`src/rtl/fsc_pkg.sv`:
```
// Types, constants and the signature compare function of the file signature classifier.
package fsc_pkg;

    localparam int HdrDepth = 16;
    localparam int CountMax = 31;

    typedef logic [HdrDepth-1:0][7:0] t_hdr;
    typedef logic [4:0]               t_count;

    typedef enum logic [4:0] {
        K_UNKNOWN = 5'd0,
        K_BMP     = 5'd1,
        K_GIF     = 5'd2,
        K_JP2     = 5'd3,
        K_JPEG    = 5'd4,
        K_PNG     = 5'd5,
        K_WEBP    = 5'd6,
        K_PBM     = 5'd7,
        K_PGM     = 5'd8,
        K_PPM     = 5'd9,
        K_PFM     = 5'd10,
        K_TIFF    = 5'd11,
        K_EXR     = 5'd12,
        K_HDR     = 5'd13,
        K_MKV     = 5'd14,
        K_AVI     = 5'd15,
        K_MOV     = 5'd16,
        K_WMV     = 5'd17,
        K_YUV     = 5'd18,
        K_MP4     = 5'd19,
        K_M4V     = 5'd20
    } t_kind;

    // The pattern is right aligned with its first byte most significant.
    function automatic logic sig_at(input t_hdr hdr, input t_count cnt,
                                    input logic [127:0] pat, input int len,
                                    input int off);
        logic       hit;
        logic [7:0] pb;
        hit = (len + off <= HdrDepth) && (cnt >= 5'(len + off));
        for (int i = 0; i < HdrDepth; i++) begin
            if (i < len) begin
                pb = 8'(pat >> (8 * (len - 1 - i)));
                if (hdr[4'(off + i)] != pb) begin
                    hit = 1'b0;
                end
            end
        end
        return hit;
    endfunction

endpackage

```
`src/rtl/fsc_match.sv`:
```
// Priority signature matcher over the stored file header.
module fsc_match (
    input  fsc_pkg::t_hdr   i_hdr,
    input  fsc_pkg::t_count i_cnt,
    output fsc_pkg::t_kind  o_kind
);
    import fsc_pkg::*;

    logic riff;

    always_comb begin
        riff = sig_at(i_hdr, i_cnt, 128'("RIFF"), 4, 0);
        if (sig_at(i_hdr, i_cnt, 128'("BM"), 2, 0)) begin
            o_kind = K_BMP;
        end else if (sig_at(i_hdr, i_cnt, 128'("GIF87a"), 6, 0) ||
                     sig_at(i_hdr, i_cnt, 128'("GIF89a"), 6, 0)) begin
            o_kind = K_GIF;
        end else if (sig_at(i_hdr, i_cnt, 128'h0000000c_6a502020_0d0a870a, 12, 0)) begin
            o_kind = K_JP2;
        end else if (sig_at(i_hdr, i_cnt, 128'hffd8ff, 3, 0)) begin
            o_kind = K_JPEG;
        end else if (sig_at(i_hdr, i_cnt, 128'h89504e47, 4, 0)) begin
            o_kind = K_PNG;
        end else if (riff && sig_at(i_hdr, i_cnt, 128'("WEBP"), 4, 8)) begin
            o_kind = K_WEBP;
        end else if (sig_at(i_hdr, i_cnt, 128'("P1"), 2, 0) ||
                     sig_at(i_hdr, i_cnt, 128'("P4"), 2, 0)) begin
            o_kind = K_PBM;
        end else if (sig_at(i_hdr, i_cnt, 128'("P2"), 2, 0) ||
                     sig_at(i_hdr, i_cnt, 128'("P5"), 2, 0)) begin
            o_kind = K_PGM;
        end else if (sig_at(i_hdr, i_cnt, 128'("P3"), 2, 0) ||
                     sig_at(i_hdr, i_cnt, 128'("P6"), 2, 0)) begin
            o_kind = K_PPM;
        end else if (sig_at(i_hdr, i_cnt, 128'("PF"), 2, 0) ||
                     sig_at(i_hdr, i_cnt, 128'("Pf"), 2, 0)) begin
            o_kind = K_PFM;
        end else if (sig_at(i_hdr, i_cnt, 128'h49492a00, 4, 0) ||
                     sig_at(i_hdr, i_cnt, 128'h4949002a, 4, 0)) begin
            o_kind = K_TIFF;
        end else if (sig_at(i_hdr, i_cnt, 128'h762f3101, 4, 0)) begin
            o_kind = K_EXR;
        end else if (sig_at(i_hdr, i_cnt, 128'("#?"), 2, 0)) begin
            o_kind = K_HDR;
        end else if (sig_at(i_hdr, i_cnt, 128'h1a45dfa3, 4, 0)) begin
            o_kind = K_MKV;
        end else if (riff && sig_at(i_hdr, i_cnt, 128'("AVI "), 4, 8)) begin
            o_kind = K_AVI;
        end else if (sig_at(i_hdr, i_cnt, 128'("ftypqt  "), 8, 4)) begin
            o_kind = K_MOV;
        end else if (sig_at(i_hdr, i_cnt,
                            128'h3026b275_8e66cf11_a6d900aa_0062ce6c, 16, 0)) begin
            o_kind = K_WMV;
        end else if (riff && sig_at(i_hdr, i_cnt, 128'("YUVN"), 4, 8)) begin
            o_kind = K_YUV;
        end else if (sig_at(i_hdr, i_cnt, 128'("ftypisom"), 8, 4) ||
                     sig_at(i_hdr, i_cnt, 128'("ftypMSNV"), 8, 4)) begin
            o_kind = K_MP4;
        end else if (sig_at(i_hdr, i_cnt, 128'("ftypmp42"), 8, 4) ||
                     sig_at(i_hdr, i_cnt, 128'("ftypM4V "), 8, 4)) begin
            o_kind = K_M4V;
        end else begin
            o_kind = K_UNKNOWN;
        end
    end

endmodule

```
`src/rtl/file_signature_classifier.sv`:
```
// Top level of the file signature classifier: header capture, byte count and result register.
// One byte is accepted per cycle while the input is not stalled.
// Accepting the last byte sets the pending flag; the match result is then loaded into the result register.
// The input stalls only while a classification waits behind a stalled, full result register.
// Reset clears the byte count, the pending flag and the result valid; the header is not reset.
module file_signature_classifier (
    input  logic                 i_clk,
    input  logic                 i_rst_n,
    input  logic                 i_in_valid,
    output logic                 o_in_stall,
    input  logic [7:0]           i_data_byte,
    input  logic                 i_last_byte,
    output logic                 o_out_valid,
    input  logic                 i_out_stall,
    output logic [4:0]           o_file_kind
);
    import fsc_pkg::*;

    t_hdr   r_hdr;
    t_count r_cnt;
    t_count n_cnt;
    t_count r_cls_cnt;
    logic   r_pend;
    logic   r_out_valid;
    t_kind  r_kind;
    t_kind  match_kind;
    logic   in_acc;
    logic   out_load;
    t_count cnt_inc;

    assign out_load   = r_pend && (!r_out_valid || !i_out_stall);
    assign o_in_stall = r_pend && r_out_valid && i_out_stall;
    assign in_acc     = i_in_valid && !o_in_stall;
    assign cnt_inc    = (r_cnt < 5'(CountMax)) ? r_cnt + 5'd1 : r_cnt;

    always_comb begin
        n_cnt = r_cnt;
        if (in_acc) begin
            n_cnt = i_last_byte ? 5'd0 : cnt_inc;
        end
    end

    fsc_match u_match (
        .i_hdr  (r_hdr),
        .i_cnt  (r_cls_cnt),
        .o_kind (match_kind)
    );

    always_ff @(posedge i_clk) begin
        if (!i_rst_n) begin
            r_cnt       <= '0;
            r_pend      <= 1'b0;
            r_out_valid <= 1'b0;
        end else begin
            r_cnt <= n_cnt;
            if (in_acc && i_last_byte) begin
                r_pend <= 1'b1;
            end else if (out_load) begin
                r_pend <= 1'b0;
            end
            if (out_load) begin
                r_out_valid <= 1'b1;
            end else if (!i_out_stall) begin
                r_out_valid <= 1'b0;
            end
        end
    end

    always_ff @(posedge i_clk) begin
        if (in_acc && (r_cnt < 5'(HdrDepth))) begin
            r_hdr[r_cnt[3:0]] <= i_data_byte;
        end
        if (in_acc && i_last_byte) begin
            r_cls_cnt <= cnt_inc;
        end
        if (out_load) begin
            r_kind <= match_kind;
        end
    end

    assign o_out_valid = r_out_valid;
    assign o_file_kind = r_kind;

endmodule

```
`config.mk`:
```
export PLATFORM = sky130hd
export DESIGN_NAME = file_signature_classifier
export DESIGN_NICKNAME = d
export VERILOG_FILES = /design/src/rtl/fsc_pkg.sv /design/src/rtl/fsc_match.sv /design/src/rtl/file_signature_classifier.sv
export SDC_FILE = /design/constraint.sdc
export NUM_CORES = 1
export LEC_CHECK = 0
export ABC_AREA = 1
export BUFFER_PORTS_ARGS = -buffer_cell sky130_fd_sc_hd__buf_2
export CAP_MARGIN = 15
export CORE_MARGIN = 5
export CORE_UTILIZATION = 37
export CTS_CLUSTER_DIAMETER = 120
export DETAILED_ROUTE_END_ITERATION = 7
export PLACE_DENSITY_LB_ADDON = 0.05
export REMOVE_ABC_BUFFERS = 1
export SYNTH_ARGS = -nofsm -noshare
export SYNTH_HDL_FRONTEND = slang
export SYNTH_SLANG_ARGS = --single-unit
export TNS_END_PERCENT = 100
```
`constraint.sdc`:
```
create_clock -name i_clk -period 4.6 [get_ports i_clk]
set_input_delay 0.46 -clock i_clk [delete_from_list [all_inputs] [get_ports i_clk]]
set_output_delay 0.46 -clock i_clk [all_outputs]
set_load 0.02 [all_outputs]
```
# After elaboration in Yosys (flattened, before gate mapping)

Index checks and enable logic that the tools add are counted.

Flip-flop bits (word level): 145
Bits of input ports: 13
Output and inout port bits: 7
Logic and storage cells: 446

Add/sub/neg operators: 1
Order comparisons: 10
Equality and inequality tests: 58
Muxes and demuxes: 325
Reduce and logical (&&, ||, !) cells: 28

Operators by type and width:

| operator                                                                             | number |
|---|---|
| 1-bit 2-to-1 mux                                                                     | 301 |
| 8-bit by 7-bit inequality test with 1-bit output (second input constant)             | 25 |
| 8-bit by 6-bit inequality test with 1-bit output (second input constant)             | 19 |
| 128-bit bitwise mux                                                                  | 1 |
| 8-bit inequality test (second input constant)                                        | 9 |
| 5-bit 2-to-1 mux                                                                     | 7 |
| 8-bit demux with 4-bit select                                                        | 1 |
| 4-bit 2-to-1 mux                                                                     | 8 |
| 8-bit nonzero test                                                                   | 4 |
| 8-bit by 5-bit inequality test with 1-bit output (second input constant)             | 2 |
| 15-bit OR reduction                                                                  | 1 |
| 3-bit 2-to-1 mux                                                                     | 4 |
| 5-bit by 2-bit greater-or-equal comparator with 1-bit output (second input constant) | 2 |
| 5-bit by 3-bit greater-or-equal comparator with 1-bit output (second input constant) | 2 |
| 1-bit logical AND                                                                    | 10 |
| 5-bit less-than comparator (second input constant)                                   | 2 |
| 8-bit 2-to-1 mux                                                                     | 1 |
| 8-bit by 1-bit inequality test with 1-bit output (second input constant)             | 1 |
| 8-bit by 4-bit inequality test with 1-bit output (second input constant)             | 1 |
| 1-bit logical OR                                                                     | 7 |
| 7-bit OR reduction                                                                   | 1 |
| 5-bit by 1-bit adder with 5-bit output (second input constant)                       | 1 |
| 5-bit by 4-bit greater-or-equal comparator with 1-bit output (second input constant) | 1 |
| 5-bit greater-or-equal comparator (second input constant)                            | 1 |
| 7 further kinds                                                                      | 10 |

# Logic depth before layout (Yosys ltp)

Gate-level depths: netlist of the first run.

Depth after elaboration: 225
Mapped depth: 12
Depth with buffers taken out: 12

# Hierarchy

Synthesis of the first run repeated with hierarchy kept, for this count alone.

Cells, all modules: 536
Area total of the unflattened synthesis: 6033.3 µm²

Modules (own cells, without submodules):

| module                    | instances | cells an instance | area each (µm²) | seq. area each (µm²) |
|---|---|---|---|---|
| file_signature_classifier | 1         | 232               | 4684.5          | 4284.1 |
| fsc_match                 | 1         | 304               | 1348.8          | 0.0 |

# Worst setup path after synthesis of the first run

Ideal clock, no wire load.

Kind: in2reg
Start point: input i_out_stall
End point: register r_hdr[0] (netlist bit) (enable)
Library setup time: 0.383 ns
Arrival: 1.540 ns
Data required time: 4.217 ns
Path slack: 2.677 ns
Cell stages on the path: 5
Path buffers: 0
Path through: nand2_1 > nor2_1 > inv_1 > nand3_1 > nor3_1

Cells in the longest elaborated chain, start to end: 4

Ends and longest elaborated chain:

| element                         | RTL line                        | source |
|---|---|---|
| from (decl)                     | file_signature_classifier.sv:14 | `input logic i_out_stall,` |
| 1-bit logical AND               | file_signature_classifier.sv:32 | `assign o_in_stall = r_pend && r_out_valid && i_out_stall;` |
| net o_in_stall                  | file_signature_classifier.sv:10 | `output logic o_in_stall,` |
| 1-bit zero test                 | file_signature_classifier.sv:33 | `assign in_acc = i_in_valid && !o_in_stall;` |
| 1-bit logical AND               | file_signature_classifier.sv:33 |  |
| 1-bit logical AND               | file_signature_classifier.sv:70 | `if (in_acc && (r_cnt < 5'(HdrDepth))) begin` |
| to (signal, indexed assignment) | file_signature_classifier.sv:71 | `r_hdr[r_cnt[3:0]] <= i_data_byte;` |
| to (decl)                       | file_signature_classifier.sv:19 | `t_hdr r_hdr;` |

The timed path passes the listed nets, and every way through them passes these cells.
A chain may end at the register's enable or synchronous reset.

# Worst setup path after layout of the first run

Start point: register r_out_valid (netlist: o_out_valid)
End point: register r_hdr[15] (netlist bit) (enable)

Cells in the longest elaborated chain, start to end: 5

Ends and longest elaborated chain:

| element                        | RTL line                        | source |
|---|---|---|
| from (decl)                    | file_signature_classifier.sv:24 | `logic r_out_valid;` |
| from (signal assigned)         | file_signature_classifier.sv:53 | `r_out_valid <= 1'b0;` |
| from (signal assigned)         | file_signature_classifier.sv:62 | `r_out_valid <= 1'b1;` |
| from (signal assigned)         | file_signature_classifier.sv:64 | `r_out_valid <= 1'b0;` |
| 1-bit logical AND (2 in a row) | file_signature_classifier.sv:32 |  |
| 1-bit zero test                | file_signature_classifier.sv:33 |  |
| 1-bit logical AND              | file_signature_classifier.sv:33 |  |
| 1-bit logical AND              | file_signature_classifier.sv:70 |  |

No other way between the ends.

==> impl_metrics.tcl, run 1 <==
set metrics [dict create \
    synth_enable_flop_cells 74 \
    min_to "r_pend" \
    filler_cell_count 1104 \
    grt_pass1_vias 3151 \
    worstReg2RegStart "o_out_valid" \
    num_antenna_cells 0 \
    number_of_antenna_violations_at_the_first_check_in_global_routing 0 \
    clk_pin_slew_ns 0.08 \
    proportion_of_layout_cells_with_a_drive_suffix_above_1_pct 10.0 \
    postSynthRegisterBits 81 \
    status "completed" \
    crit_buf_inv 1 \
    critical_path_peak_fanout 8 \
    setup_tns_ns 0 \
    hold_slack_ns 0.321 \
    half_perimeter_wire_length_of_the_detailed_placement_result_um 8610 \
    power.static_leakage_nw 1.65 \
    slowest_delay_ns 0.99 \
    via_count 3148 \
    kind_of_start_point_of_the_critical_path "register" \
    drt_drc_violations_left 0 \
    netlist-cell-type-count 27 \
    crit_chain "nand2_1 -> nor2_1 -> inv_1 -> nand3_1 -> nor3_1" \
    ctsHtreeMaxLevel 3 \
    nNetsFinal 490 \
    grt.total_usage_pct 17.8 \
    die_footprint_mm2 0.0130 \
    final_period_minus_worst_setup_slack_ns 2.22 \
    first_pass_iters 5 \
    final.setup_skew_ns 0.00992 \
    design.core.area_mm2 0.0107 \
    cts_buffers 9 \
    io-pin-count 20 \
    cts-hold-fix-buffers 0 \
    globalRoute.totalOverflow 0 \
    timing.hold.worst.start "i_rst_n" \
    first_pass_grt_wire_length_um 17000 \
    synth_warnings 0 \
    post_cts_setup_buffer_count 0 \
    die_w_um 114 \
    achievable-frequency_mhz 451 \
    register_to_register_setup_slack_ns 2.38 \
    drt-wirelength-per-cell_um 18.0 \
    power.density_cell_area_mw_per_mm2 301 \
    ctsResizeCount 0 \
    arrival_ns 2.19 \
    synthFlopType "edfxtp_1" \
    route.antenna.remaining_nets 0 \
    rel_slew_slack_pct 22.7 \
    buffer_ports.inserted 19 \
    syn_to_final_growth_pct 10.8 \
    start_util_pct 37.3 \
    tritoncts "yes" \
    post_synth_instance_area_mm2 0.00401 \
    synthArstFlopShare_pct 0 \
    crit_path_top_delay_cell "nor3_1" \
    avgSynthCellArea_um2 9.04 \
    final-setup-viol-count 0 \
    regToRegEndpoint "r_hdr[15]" \
    gp_congestion 0.915 \
    drt_first_iter_violations 266 \
    grt_max_degree 14 \
    cts-root-to-sink-buffers 2 \
    worst_hold_path.num_cells 3 \
    synth-seq-area-share_pct 59.0 \
    power.ir.vdd_worst_uv 171 \
    dieHeight_um 114 \
    drt_wl_total_um 11100 \
    layout_worst_path_cycle_share_pct 48.2 \
    final-hold-violation-count 0 \
    rsz0062_at_grt "false" \
    clkLatencyLatePin_ns 0.36 \
    clock_sink_count 81 \
    cp-end-kind "register" \
    worst_slew_pin_slew_ns 1.15 \
    timing.reg2reg.worst_path_depth 5 \
    clockRootBuffer "clkbuf_8" \
    max-cap-violations 0 \
    rows 38 \
    final_max_slew_viol_count 0 \
    cp_data_required_time_ns 4.57 \
    worstSetupPathType "reg2reg" \
    path_delay_family "simple AND/OR/NAND/NOR gates" \
    worst_hold_path_type "in2reg" \
    avgViaCountPerCell 5.09 \
    netlist_instances 443 \
]
synth_stat cells, types with 2 or more instances:
master | number | area, µm²
nor2_1 | 88 | 330
nand2_1 | 80 | 300
edfxtp_1 | 74 | 2220
inv_1 | 62 | 233
nor3_1 | 31 | 155
nand3_1 | 30 | 150
nand4_1 | 21 | 131
a21oi_1 | 10 | 50.1
dfxtp_1 | 7 | 140
o21ai_0 | 6 | 30.0
ha_1 | 4 | 50.1
nor4_1 | 4 | 25.0
inv_2 | 3 | 11.3
nand2_2 | 3 | 18.8
nand3b_1 | 3 | 22.5
nor2_2 | 3 | 18.8
nor3_2 | 3 | 30.0
nand4_2 | 2 | 25.0
worst reg2reg max path: cells and delay by family, from the launching register on:
family / cells / cell delay [ns]
DFF: 1 / 0.33
buffers and inverters: 1 / 0.08
and+or+nand+nor: 4 / 1.42
through the flow:
stage	instance area (µm²)	setup WS, ns	std cells	util (%)	power [mW]
global placement	4280	2.11	602	39.8	0.904
global route	4440	2.21	618	41.3	1.39
detailed placement	4280	2.14	602	39.8	0.904
floorplan	4010	2.68	443	-	0.869
CTS	4440	2.38	618	41.3	1.35
finish	4440	2.38	618	41.3	1.34
metal layers:
metal / vias to the layer above / share of wire (%) / GRT usage [%] / routed length [µm]
met5: - / 0 / 0 / 0
li1: 1556 / - / - / -
met4: 0 / 1.8 / 5.62 / 199
met1: 1503 / 48 / 24.1 / 5320
met2: 77 / 46 / 28.6 / 5110
met3: 12 / 4.6 / 4.03 / 518
worst max-delay path by stage:
stage	start	end	cells after the start
3_3_place_gp	i_out_stall	r_hdr[15]	6
2_1_floorplan	i_out_stall	r_hdr[0]	5
4_1_cts	o_out_valid	r_hdr[10]	5
3_5_place_dp	i_out_stall	r_hdr[12]	6
5_1_grt	o_out_valid	r_hdr[19]	5
6_report	o_out_valid	r_hdr[15]	5
state kept, by name, indices dropped and copies added, names as in the netlist:
name / flops
r_cnt: 5
o_out_valid: 1
r_hdr: 64
r_cls_cnt: 5
o_file_kind: 5
r_pend: 1
where the power goes:
part / leakage (nW) / total (mW) / internal (mW) / switching [mW]
Clock: 0.0734 / 0.451 / 0.191 / 0.260
Sequential: 0.730 / 0.824 / 0.815 / 0.00968
Combinational: 0.846 / 0.0626 / 0.0138 / 0.0488
final cells by class:
type                       instances  area, µm²  share of cell area [%]
clock inverter                     6       35.0                   0.789
multi-input combinational        296       1400                    31.4
clock buffer                      10        128                    2.88
timing repair buffer              19       95.1                    2.14
inverter                          66        248                    5.58
sequential                        81       2360                    53.2
tap                              140        175                    3.95
placed cells by master, fill, tap and decap left out, types with 4 or more instances in the layout:
cell / instances
a21oi_1: 10
nor3_1: 31
ha_1: 4
nor2_1: 88
nand2_1: 80
nand4_1: 21
edfxtp_1: 74
inv_1: 62
nor4_1: 4
buf_2: 19
dfxtp_1: 7
o21ai_0: 6
clkbuf_8: 9
nand3_1: 30
cells by family (layout without fill, tap and decap cells):
family | Yosys count | after routing | share of synthesized area, %
adder cells (fa/ha/maj) | 4 | 4 | 1.25
flip-flops | 81 | 81 | 59.0
AO/OA/AOI/OAI | 19 | 19 | 2.50
buffers and inverters | 66 | 101 | 6.19
XOR/XNOR | 1 | 1 | 0.219
AND/OR/NAND/NOR | 272 | 272 | 30.9
No activity file was read; power rests on OpenSTA's default activity.
==> inputs of run 2 (changes only) <==
- ABC_AREA: 1 -> 0
- clock period: 4.6 -> 1.9 ns (I/O delays scaled with it)
==> run 2 against run 1 <==
The run now ends with negative setup slack left. Maximum frequency increased by 5.9%. Global-route usage increased by 2.5 points. Design area increased by 18%. Clock skew increased by 0.0063 ns. Total power increased to 2.6 times the previous value. Wire length increased by 3.0%. Die area decreased by 6.7%. Worst setup slack got worse by 2.6 ns. Sequential share of layout area decreased by 8.1 points. Critical endpoint is now o_file_kind[4].
==> impl_metrics.tcl, run 2 <==
set metrics [dict create \
    num_antenna_cells 0 \
    synthArstFlopShare_pct 0 \
    power.static_leakage_nw 1.93 \
    power.ir.vdd_worst_uv 579 \
    worstReg2RegStart "r_hdr[14]" \
    post_synth_instance_area_mm2 0.00371 \
    clk_pin_slew_ns 0.09 \
    first_pass_iters 4 \
    final-hold-violation-count 0 \
    cell_total_after_placement 533 \
    tritoncts "yes" \
    route.antenna.remaining_nets 0 \
    drt_drc_violations_left 0 \
    start_util_pct 38.0 \
    design.core.area_mm2 0.00977 \
    final-setup-viol-count 5 \
    p_total_mw 3.53 \
    drt_wl_total_um 11500 \
    number_of_antenna_violations_at_the_first_check_in_global_routing 0 \
    syn_to_final_growth_pct 41.0 \
    max-cap-violations 0 \
    synth_enable_flop_cells 74 \
    cts-hold-fix-buffers 0 \
    half_perimeter_wire_length_of_the_detailed_placement_result_um 8710 \
    clkLatencyLatePin_ns 0.35 \
    synthFlopType "edfxtp_1" \
    timing.hold.worst.start "i_rst_n" \
    kind_of_start_point_of_the_critical_path "register" \
    avgViaCountPerCell 5.47 \
    min_to "r_pend" \
    regToRegEndpoint "o_file_kind[4]" \
    final_max_slew_viol_count 0 \
    yosysTopAreaCellShare_pct 59.9 \
    worst_hold_path.num_cells 2 \
    worst_slew_pin_slew_ns 0.456 \
    rel_slew_slack_pct 69.2 \
    globalRoute.totalOverflow 0 \
    first_pass_grt_wire_length_um 17500 \
    postSynthRegisterBits 81 \
    synth_most_common_cell "edfxtp_1" \
    drt-wirelength-per-cell_um 20.4 \
    layout.core_utilization_pct 53.5 \
    clockRootBuffer "clkbuf_8" \
    cp-end-kind "register" \
    crit_path_top_delay_cell "edfxtp_1" \
    drt_first_iter_violations 176 \
    clock_sink_count 81 \
    io-pin-count 20 \
    netlist_instances 286 \
    grt.total_usage_pct 20.3 \
    via_count 3078 \
    cts_buffers 9 \
    grt_pass1_vias 3127 \
    layout_worst_path_cycle_share_pct 110 \
    synth.area.top_cells "edfxtp_1, dfxtp_1, nand4_1" \
    die_w_um 110 \
    final_period_minus_worst_setup_slack_ns 2.10 \
    cts-root-to-sink-buffers 2 \
    register_to_register_setup_slack_ns -0.20 \
    synth_warnings 0 \
    failed_checks "negative setup slack" \
    worst_hold_path_type "in2reg" \
    dieHeight_um 110 \
    arrival_ns 2.28 \
    proportion_of_layout_cells_with_a_drive_suffix_above_1_pct 41.2 \
    ctsHtreeMaxLevel 3 \
    layout.cells.most_common "buf_4" \
    final-instance-count-excl-fill 563 \
    synth-seq-area-share_pct 63.6 \
    worstSetupPathType "reg2reg" \
    power.density_cell_area_mw_per_mm2 674 \
    nNetsFinal 442 \
    crit_chain "buf_4 -> buf_6 -> and4bb_2 -> nand4_1 -> buf_4 -> nor2_2 -> a41oi_1 -> nand4_1 -> nor4_2" \
    achievable-frequency_mhz 477 \
    rows 36 \
    worst_slack_ns -0.195 \
    netlist-cell-type-count 48 \
    cp_data_required_time_ns 2.08 \
    crit_buf_inv 3 \
    slowest_delay_ns 0.40 \
    path_delay_family "simple AND/OR/NAND/NOR gates" \
    buffer_ports.inserted 19 \
    timing.reg2reg.worst_path_depth 9 \
    die_footprint_mm2 0.0121 \
    layout.cells.most_common_list "buf_4, edfxtp_1, nor2_1, buf_2" \
    status "finished with violations" \
    grt_max_degree 14 \
    final.setup_skew_ns 0.0162 \
    synth.cells.most_frequent "edfxtp_1, nor2_1, nand2_1" \
    largest_register_ffs 64 \
    avgSynthCellArea_um2 13.0 \
    rsz0062_at_grt "true" \
    yosys.area.top_type "edfxtp_1" \
    gp_congestion 0.977 \
    critical_path_peak_fanout 3 \
]
## run 2: cell count changes after synthesis, moves of 6 or more
cell	previous run	this run
nand4b_1	0	6
a21oi_1	10	4
nor3_1	31	6
inv_1	62	4
nor2b_1	0	8
nor2_1	88	21
nand3_1	30	18
nor4b_1	0	10
nand2_1	80	19
nor4_1	4	15
## run 2: worst max-delay path by stage
stage               from              to  cells after the start
2_1_floorplan  r_hdr[15]  o_file_kind[4]                      6
3_3_place_gp   r_hdr[14]  o_file_kind[4]                      6
3_5_place_dp   r_hdr[14]  o_file_kind[4]                      6
4_1_cts        r_hdr[32]  o_file_kind[4]                      5
5_1_grt        r_hdr[14]  o_file_kind[4]                      9
6_report       r_hdr[14]  o_file_kind[4]                      9
## run 2: worst register-to-register path: stages, from the launching register on
cell      delay (ns)
edfxtp_1        0.40
buf_4           0.16
buf_6           0.11
and4bb_2        0.25
nand4_1         0.17
buf_4           0.15
nor2_2          0.04
a41oi_1         0.23
nand4_1         0.17
nor4_2          0.26
## run 2: power breakdown
| group | leakage (nW) | internal (mW) | switching (mW) | total (mW) |
|---|---|---|---|---|
| Sequential | 0.733 | 1.97 | 0.0218 | 1.99 |
| Combinational | 1.09 | 0.0856 | 0.114 | 0.199 |
| Clock | 0.101 | 0.740 | 0.597 | 1.34 |
## run 2: area by class of cell
| type | instances | area [µm²] |
|---|---|---|
| inverter | 4 | 15.0 |
| timing repair buffer | 132 | 991 |
| sequential | 81 | 2360 |
| clock inverter | 5 | 80.1 |
| tap | 133 | 166 |
| clock buffer | 11 | 131 |
| multi-input combinational | 197 | 1490 |
| fill | 871 | 4540 |
## run 2: metal layers
| metal | vias to the layer above | routed length, µm | GRT usage, % |
|---|---|---|---|
| met3 | 33 | 588 | 3.44 |
| li1 | 1444 | - | - |
| met2 | 108 | 5210 | 30.5 |
| met4 | 0 | 524 | 11.4 |
| met1 | 1493 | 5150 | 27.8 |
| met5 | - | 0 | 0 |
## run 2: cell families after synthesis
| family | after synthesis | synth area share [%] |
|---|---|---|
| compound gates | 28 | 5.43 |
| xor+xnor | 2 | 0.472 |
| fa+ha+maj | 4 | 1.35 |
| buf+inv | 8 | 0.809 |
| flops | 81 | 63.6 |
| simple gates | 163 | 28.3 |
## run 2: timing repair
action	4_1_cts	5_1_grt
buffers inserted	13	4
pin swaps	15	5
endpoints found under the setup margin	5	69
resized for setup	22	13
## run 2: through the flow
stage / setup TNS (ns) / setup WS, ns / hold slack (ns) / instance area [µm²]
final: -0.758 / -0.195 / 0.140 / 5230
after global placement: -1.01 / -0.284 / 0.469 / 4730
after CTS: -0.736 / -0.180 / 0.123 / 5150
after detailed placement: -1.12 / -0.338 / 0.491 / 4730
after floorplan: -0.122 / -0.0623 / 0.289 / 3700
after global routing: -1.39 / -0.350 / 0.119 / 5230
==> inputs of run 3 (changes only) <==
- CORE_UTILIZATION: 37 -> 45
==> run 3 against run 2 <==
The flow still finishes with violations (negative setup slack). Core utilization up 7.2 points. Worst setup slack worse by 0.037 ns. Largest power group unchanged. Clock skew down 0.0050 ns. First-iteration DRC count down 4.0%. Cell count down 9.4%. Critical path depth down 2. Via count down 4.6%.
==> impl_metrics.tcl, run 3 (same netlist as run 2, synthesis figures left out) <==
set metrics [dict create \
    power.share.switching_pct 19.9 \
    cts_buffers 9 \
    crit_chain "or4b_4 -> nor4b_4 -> nand4_1 -> nor4_4 -> buf_4 -> a311oi_1 -> nand4_1" \
    io-pin-count 20 \
    finalInstanceArea_mm2 0.00494 \
    timing.hold.worst.start "i_out_stall" \
    start_util_pct 45.6 \
    final-instance-count-excl-fill 510 \
    via_count 2937 \
    die_w_um 101 \
    crit_buf_inv 1 \
    achievable-frequency_mhz 469 \
    final-hold-violation-count 0 \
    drt_wl_total_um 10500 \
    layout.cells.most_common "buf_4" \
    cell_total_after_placement 490 \
    tritoncts "yes" \
    die_footprint_mm2 0.0102 \
    gp_congestion 0.986 \
    cts-root-to-sink-buffers 2 \
    ctsHtreeMaxLevel 3 \
    path_delay_family "simple AND/OR/NAND/NOR gates" \
    dpl-instance-area_mm2 0.00455 \
    cts-hold-fix-buffers 0 \
    worst_slew_pin_slew_ns 0.710 \
    failed_checks "negative setup slack" \
    timing.reg2reg.worst_path_depth 7 \
    final_max_slew_viol_count 0 \
    p_total_mw 3.63 \
    layout.cells.most_common_list "buf_4, edfxtp_1, nor2_1" \
    worst_hold_path.num_cells 3 \
    nNetsFinal 417 \
    route.antenna.remaining_nets 0 \
    half_perimeter_wire_length_of_the_detailed_placement_result_um 8040 \
    worst_hold_path_type "in2reg" \
    max-cap-violations 0 \
    arrival_ns 2.34 \
    first_pass_iters 5 \
    clk_pin_slew_ns 0.08 \
    kind_of_start_point_of_the_critical_path "register" \
    seq_power_share_pct 54.9 \
    worstReg2RegStart "r_hdr[14]" \
    num_antenna_cells 0 \
    crit_path_top_delay_cell "or4b_4" \
    worstSetupPathType "reg2reg" \
    crit_top_cell "nand4_1" \
    drt-wirelength-per-cell_um 20.5 \
    final.setup_skew_ns 0.0113 \
    combinational_group_share_of_total_power_pct 4.8 \
    clkLatencyLatePin_ns 0.35 \
    power.static_leakage_nw 1.78 \
    cp-end-kind "register" \
    pre_cts_slack_ns -0.368 \
    buffer_ports.inserted 19 \
    min_to "o_out_valid" \
    grt.total_usage_pct 22.1 \
    syn_to_final_growth_pct 33.2 \
    grt_pass1_vias 3027 \
    proportion_of_layout_cells_with_a_drive_suffix_above_1_pct 36.0 \
    avgViaCountPerCell 5.76 \
    worst_slack_ns -0.233 \
    globalRoute.totalOverflow 0 \
    drt_drc_violations_left 0 \
    number_of_antenna_violations_at_the_first_check_in_global_routing 0 \
    largest_register_ffs 64 \
    first_pass_grt_wire_length_um 16400 \
    share_clk_of_total_power_pct 40.3 \
    power.density_cell_area_mw_per_mm2 734 \
    power_report.internal_total_mw 2.91 \
    power.ir.vdd_worst_uv 558 \
    cp_data_required_time_ns 2.11 \
    critical_path_peak_fanout 3 \
    slowest_delay_ns 0.57 \
    layout_worst_path_cycle_share_pct 112 \
    status "finished with violations" \
    drt_first_iter_violations 169 \
    dieHeight_um 101 \
    rows 33 \
    final_period_minus_worst_setup_slack_ns 2.13 \
    clockRootBuffer "clkbuf_8" \
    hold_slack_ns 0.116 \
    grt_max_degree 14 \
    clock_sink_count 81 \
    regToRegEndpoint "o_file_kind[0]" \
    switchingPower_uw 722 \
    final-setup-viol-count 5 \
    rsz0062_at_grt "true" \
    register_to_register_setup_slack_ns -0.23 \
    rel_slew_slack_pct 52.2 \
    design.core.area_mm2 0.00813 \
]
## run 3: cell count changes in the layout (fill, tap and decap cells not counted), moves of 2 or more
cell     delta
buf_4      -20
buf_6       -3
buf_12      -2
nor2_2      -2
nor4_4      -2
nor2_1      +2
nor4b_1     +2
nor4b_2     -2
## run 3: power by group through the flow
stage	sequential (mW)	clock (mW)	combinational [mW]
after floorplan	2.04	0	0.0509
after global placement	2.03	0	0.166
after detailed placement	2.03	0	0.165
after CTS	1.99	1.50	0.172
after global routing	1.99	1.57	0.188
final	1.99	1.46	0.175
## run 3: cell type report
class	count	area, µm²
Sequential cell	81	2360
Multi-Input combinational cell	197	1430
Clock buffer	10	128
Fill cell	644	3190
Timing Repair Buffer	107	767
Tap cell	105	131
Inverter	4	15.0
Clock inverter	6	106
## run 3: worst max path at each step
| stage | slack (ns) | end | start | cells past startpoint |
|---|---|---|---|---|
| floorplan | -0.06 | o_file_kind[4] | r_hdr[15] | 6 |
| global placement | -0.42 | o_file_kind[0] | r_hdr[15] | 7 |
| detailed placement | -0.37 | o_file_kind[0] | r_hdr[15] | 7 |
| CTS | -0.26 | o_file_kind[0] | r_hdr[14] | 7 |
| global route | -0.36 | o_file_kind[0] | r_hdr[14] | 7 |
| finish | -0.23 | o_file_kind[0] | r_hdr[14] | 7 |
## run 3: worst reg2reg max path: cells and delay by family, from the launching register on
kind | cells | cell delay, ns
AND/OR/NAND/NOR | 5 | 1.35
flip-flops | 1 | 0.42
buffers and inverters | 1 | 0.17
AO/OA/AOI/OAI | 1 | 0.04
## run 3: stage by stage
step,util [%],setup TNS (ns)
floorplan,-,-0.122
global placement,56.0,-1.29
detailed placement,56.0,-1.18
CTS,60.2,-0.955
global route,60.8,-1.40
finish,60.8,-0.851
## run 3: what timing repair did
item,CTS,global route
endpoints found under the setup margin,5,5
buffers inserted,3,1
pin swaps,7,3
gates resized for setup,15,7
## run 3: layer usage
metal	GRT usage [%]	part of all wire, %
met1	30.2	45
met3	4.29	5.9
met5	0	0
met2	34.3	46
met4	9.84	3.0
